--- config.mk ---
export PLATFORM = sky130hd
export DESIGN_NAME = fvn_mul
export DESIGN_NICKNAME = d
export VERILOG_FILES = /design/src/rtl/fractal_value_noise_macros.svh /design/src/rtl/fvn_pkg.sv /design/src/rtl/fvn_mul.sv
export SDC_FILE = /design/constraint.sdc
export NUM_CORES = 2
export LEC_CHECK = 0
export BUFFER_PORTS_ARGS = -buffer_cell sky130_fd_sc_hd__buf_2
export CAP_MARGIN = 20
export CORE_MARGIN = 4
export CORE_UTILIZATION = 62
export DETAILED_ROUTE_END_ITERATION = 16
export PLACE_DENSITY = 0.91
export SYNTH_ARGS = -nofsm -noshare
export SYNTH_HDL_FRONTEND = slang
export SYNTH_SLANG_ARGS = --single-unit
--- constraint.sdc ---
create_clock -name i_clk -period 26.9 [get_ports i_clk]
set_clock_uncertainty 0.1 [all_clocks]
set_input_delay 4.035 -clock i_clk [delete_from_list [all_inputs] [get_ports i_clk]]
set_output_delay 4.035 -clock i_clk [all_outputs]
set_load 0.1 [all_outputs]
--- src/rtl/fractal_value_noise_macros.svh ---
// Assertion helpers for the noise block; both sample on i_clk and are off in reset.
`ifndef FRACTAL_VALUE_NOISE_MACROS_SVH
`define FRACTAL_VALUE_NOISE_MACROS_SVH

// Same-cycle implication.
`define FVN_ASSERT_NOW(lbl, ante, cons, msg) \
    lbl: assert property (@(posedge i_clk) disable iff (!i_rst_n) (ante) |-> (cons)) \
        else $error(msg);

// Next-cycle implication.
`define FVN_ASSERT_NEXT(lbl, ante, cons, msg) \
    lbl: assert property (@(posedge i_clk) disable iff (!i_rst_n) (ante) |=> (cons)) \
        else $error(msg);

`endif

--- src/rtl/fvn_pkg.sv ---
package fvn_pkg;

    localparam int MAX_OCTAVES_DEF = 16;
    localparam int FADE_BITS_DEF   = 10;

    localparam logic [63:0] PI_HALF_Q30 = 64'd1686629713;
    localparam logic [63:0] ONE_Q30     = 64'd1073741824;

    typedef logic [31:0] t_word;
    typedef logic [3:0]  t_cfg_idx;
    typedef logic [16:0] t_q16;

    localparam t_cfg_idx CFG_HASH_MUL_A  = 4'd0;
    localparam t_cfg_idx CFG_HASH_ADD_B  = 4'd1;
    localparam t_cfg_idx CFG_HASH_ADD_C  = 4'd2;
    localparam t_cfg_idx CFG_STRIDE_Y    = 4'd3;
    localparam t_cfg_idx CFG_STRIDE_Z    = 4'd4;
    localparam t_cfg_idx CFG_PERSISTENCE = 4'd5;
    localparam t_cfg_idx CFG_OCTAVES     = 4'd6;
    localparam t_cfg_idx CFG_INTERP      = 4'd7;

    localparam t_word       RST_HASH_MUL_A  = 32'd15731;
    localparam t_word       RST_HASH_ADD_B  = 32'd789221;
    localparam t_word       RST_HASH_ADD_C  = 32'd1376312589;
    localparam t_word       RST_STRIDE_Y    = 32'd57;
    localparam t_word       RST_STRIDE_Z    = 32'd107;
    localparam t_q16        RST_PERSISTENCE = 17'd32768;
    localparam logic [4:0]  RST_OCTAVES     = 5'd4;
    localparam logic        RST_INTERP      = 1'b1;

    localparam t_q16        AMP_ONE         = 17'h10000;
    localparam logic        INTERP_LINEAR   = 1'b0;

    localparam int MUL_W  = 34;
    localparam int PROD_W = 2 * MUL_W;
    localparam int ACC_W  = 41;
    localparam int TOT_W  = 37;

endpackage

--- src/rtl/fvn_mul.sv ---
module fvn_mul (
    input  logic                                   i_clk,
    input  logic signed [fvn_pkg::MUL_W-1:0]       i_op_a,
    input  logic signed [fvn_pkg::MUL_W-1:0]       i_op_b,
    output logic signed [fvn_pkg::PROD_W-1:0]      o_prod
);
    import fvn_pkg::*;

    logic signed [PROD_W-1:0] r_prod;

    always_ff @(posedge i_clk) begin
        r_prod <= i_op_a * i_op_b;
    end

    assign o_prod = r_prod;
endmodule

Yosys cells after proc, flatten, opt, wreduce, memory -nomap -nowiden --
Index checks and enable logic that the tools add are counted.
Word-level totals: flip-flop bits (word level) 68, bits in latches 0, memories 0, ROM bits 0, bits in writable memories 0, input port bits 69, output and inout bits 68, logic and storage cells 2
Cells by class: bitwise logic cells 0, divide/modulo/power cells 0, mux-type cells 0, reduce and logical (&&, ||, !) cells 0, add/subtract/negate cells 0, shift-type cells 0, $mul 1, magnitude comparators 0, eq/ne operators 0
Operators with widths (count):
- multiplier 34 x 34 -> 68 bit | 1

Longest topological paths before layout --
depth after elaboration 1, mapped depth 31, mapped depth without buffers 29

Worst setup path after synthesis --
No wires, ideal clock.
path kind in2reg, start input i_op_a[33] in the netlist's numbering, end register r_prod[65], in the netlist o_prod[65], setup time 0.072 ns, arrival 11.453 ns, setup slack 15.275 ns, required time 26.728 ns, path buffers 2, stages 24, cell sequence clkbuf_1 nand2_1 inv_1 fa_1 fa_1 fa_1 fa_1 inv_1 fa_1 fa_1 fa_1 fa_1 inv_1 ha_1 clkdlybuf4s50_2 nand3_1 or2_2 nor2_1 a221oi_1 o21ai_0 a31oi_2 nor2_2 o41ai_2 xnor2_1
On the way: cells in the longest elaborated chain, start to end 1
RTL lines:
- start: declaration | line fvn_mul.sv:3 | input logic signed [fvn_pkg::MUL_W-1:0] i_op_a,
- multiplier 34 x 34 -> 68 bit | line fvn_mul.sv:12 | r_prod <= i_op_a * i_op_b;
- end signal: assignment | line fvn_mul.sv:12
- end: declaration | line fvn_mul.sv:9 | logic signed [PROD_W-1:0] r_prod;
Every way passes these cells.

Worst setup path in the final report --
start input i_op_b[33] in the netlist's numbering, end register r_prod[67], in the netlist o_prod[67]
On the way: cells in the longest elaborated chain, start to end 1
RTL lines:
- start: declaration | line fvn_mul.sv:4 | input logic signed [fvn_pkg::MUL_W-1:0] i_op_b,
- multiplier 34 x 34 -> 68 bit | line fvn_mul.sv:12
Every way passes these cells.

==> metrics.md <==
| Metric | Value |
|---|---|
| Initial antenna violation count | `9` |
| Synth Warn # | `0` |
| Synth async-reset ratio | `0` |
| Mapped Cells | `4554` |
| Launch point of the worst hold path | `i_op_b[0]` |
| Final number of setup-violating endpoints | `0` |
| H-Tree Depth | `3` |
| Overflow after GRT | `0` |
| Netlist cell types | `69` |
| Net count, final | `6004` |
| CORE AREA | `68700 um2` |
| Prevailing post-synth register cell | `dfxtp_1` |
| Crit-path max FO | `27` |
| Routed Antenna Nets | `0` |
| Seq cells post-synth | `68` |
| CTS Root Cell | `clkbuf_16` |
| Final period util | `0.461` |
| Drt first pass iters | `6` |
| Worst EP required | `27.08 ns` |
| Setup crit start kind | `input pin` |
| Gates resized, CTS repair | `0` |
| First-pass GRT wire length | `191000 um` |
| Worst setup EP type | `register` |
| Hpwl dp | `90100 um` |
| Pin count of the biggest net entering global routing | `35` |
| Worst-margin pin slew | `1.12 ns` |
| Die area | `73700 um2` |
| Die X | `271 um` |
| Cell Area, Synth | `43000 um2` |
| CTS tree | `yes` |
| Initial core utilization | `0.626` |
| Final hold vios | `0` |
| WHS Path Cells | `2` |
| Most frequent cells in the layout | `fa_1, inv_1, and2_1` |
| Slew Limit Fails | `0` |
| Seq/Total Area, Yosys | `0.0316` |
| Mean Syn Cell Area | `9.45 um2` |
| Max FFs per register | `68` |
| Setup bufs post-CTS | `0` |
| FMAX | `0.0806 GHz` |
| Tightest Hold Check Type | `input pin to register` |
| Max Buffers Root-to-Sink | `2` |
| Run status | `finished clean` |
| Fin Setup TNS | `0 ns` |
| GRT Util Overall | `0.333` |
| Layout cell share with drive strength beyond 1 | `0.0447` |
| Clock Pin Slew Worst Setup and Hold Paths | `0.07 ns` |
| I/O Buffers | `136` |
| Hold EP | `o_prod[0]$_DFF_P_` |
| Vias | `31600` |
| CTS Hold Buffers Added | `0` |
| Syn_nets | `6068` |
| EDFF count, synth | `0` |
| DRT iter0 DRCs | `2825` |
| Number of I/O pins | `137` |
| Drt total wl | `117000 um` |
| Vias in the first global route | `37100` |
| Fin crit period | `12.41 ns` |
| Max-cap violations | `0` |
| Wire per inst | `21.6 um` |
| Layout area overhead | `3.25%` |
| Fin util | `0.647` |
| Clock Sinks | `68` |
| Chip height | `271 um` |
| GPL Wtd Cong | `0.928` |
| TritonCTS Buffers | `9` |
| Vias per inst | `5.82` |
| Crit path kind | `input pin to register` |
| DRC | `0` |
| Relative slew slack | `0.250` |
| Commonest non-fill, non-tap cell in the layout | `fa_1` |
| Data arrival time of the worst path | `12.59 ns` |
| Site row count | `96` |
| RSZ-0062 raised after global routing | `false` |
-- metal layers --
metal  routed length (um)  global-route usage  share of wire
met1                38600               0.397           0.33
met2                56900               0.548           0.48
met3                13600              0.0878           0.12
met4                 8300               0.196          0.071
met5                   45                   0        0.00038
-- final cells by class --
class                           instances  area (um2)
Antenna cell                            5        12.5
Clock buffer                            9         225
Clock inverter                          7        82.6
Fill cell                            4950       24300
Inverter                             1232        4620
Multi-Input combinational cell       3026       36100
Sequential cell                        68        1360
Tap cell                              931        1160
Timing Repair Buffer                  153         816
-- logic make-up (layout without fill, tap and decap cells) --
| group | after synthesis | count (layout) | share of synthesized area |
|---|---|---|---|
| AOI/OAI and AO/OA | 206 | 206 | 0.0335 |
| xor gates and xnor gates | 79 | 79 | 0.0161 |
| adders and majority gates | 1445 | 1445 | 0.637 |
| buffers and inverters | 1460 | 1401 | 0.128 |
| DFF | 68 | 68 | 0.0316 |
| other | 0 | 5 | 0 |
| and+or+nand+nor | 1296 | 1296 | 0.154 |
-- worst max path at each step --
stage                from            endpoint  slack (ns)  cells past startpoint
2_1_floorplan  i_op_a[33]  o_prod[65]$_DFF_P_       15.27                     24
3_3_place_gp   i_op_b[33]  o_prod[67]$_DFF_P_       14.47                     24
3_5_place_dp   i_op_b[33]  o_prod[67]$_DFF_P_       14.26                     24
4_1_cts        i_op_a[33]  o_prod[67]$_DFF_P_       14.64                     23
5_1_grt        i_op_b[33]  o_prod[67]$_DFF_P_       14.24                     24
6_report       i_op_b[33]  o_prod[67]$_DFF_P_       14.49                     24
-- through the flow --
step,instance area (um2),std cells,worst slack [ns],hold WS (ns)
after global routing,44400,5427,14.24,4.16
after detailed placement,44100,5409,14.26,4.49
after CTS,44400,5425,14.64,4.12
after global placement,44100,5409,14.47,4.49
after floorplan,43000,4554,15.27,4.06
final,44400,5431,14.49,4.14
-- synthesized netlist by cell type, types with 9 or more instances --
master | instances | area, um2
dfxtp_1 | 68 | 1360
nand2b_1 | 20 | 125
xor2_1 | 23 | 201
xnor2_1 | 56 | 490
nor2_1 | 54 | 203
nand3_1 | 11 | 55.1
o21ai_0 | 31 | 155
nand4_1 | 11 | 68.8
inv_1 | 1231 | 4620
clkbuf_1 | 214 | 803
and2_1 | 621 | 3880
a21o_1 | 37 | 278
nor2b_1 | 9 | 56.3
a21oi_1 | 61 | 305
fa_1 | 1241 | 24800
ha_1 | 204 | 2550
o21bai_1 | 12 | 90.1
nand2_1 | 542 | 2030
-- critical path, cell delays in order --
cell	delay, ns
buf_2	0.25
clkinv_1	0.94
nor2_1	0.45
fa_1	0.49
fa_1	0.52
fa_1	0.43
fa_1	0.53
fa_1	0.46
fa_1	0.41
fa_1	0.52
inv_1	0.05
fa_1	0.49
inv_1	0.05
ha_1	0.51
nand2_1	0.09
o21ai_1	0.31
or2_2	0.21
nor2b_1	0.13
or4_1	0.58
o21ai_4	0.37
a31oi_2	0.23
o21ai_0	0.21
a21oi_1	0.12
xnor2_1	0.14
Power is not shown: default switching activity piles up to over one toggle a cycle in this logic, so the estimate is an artifact.
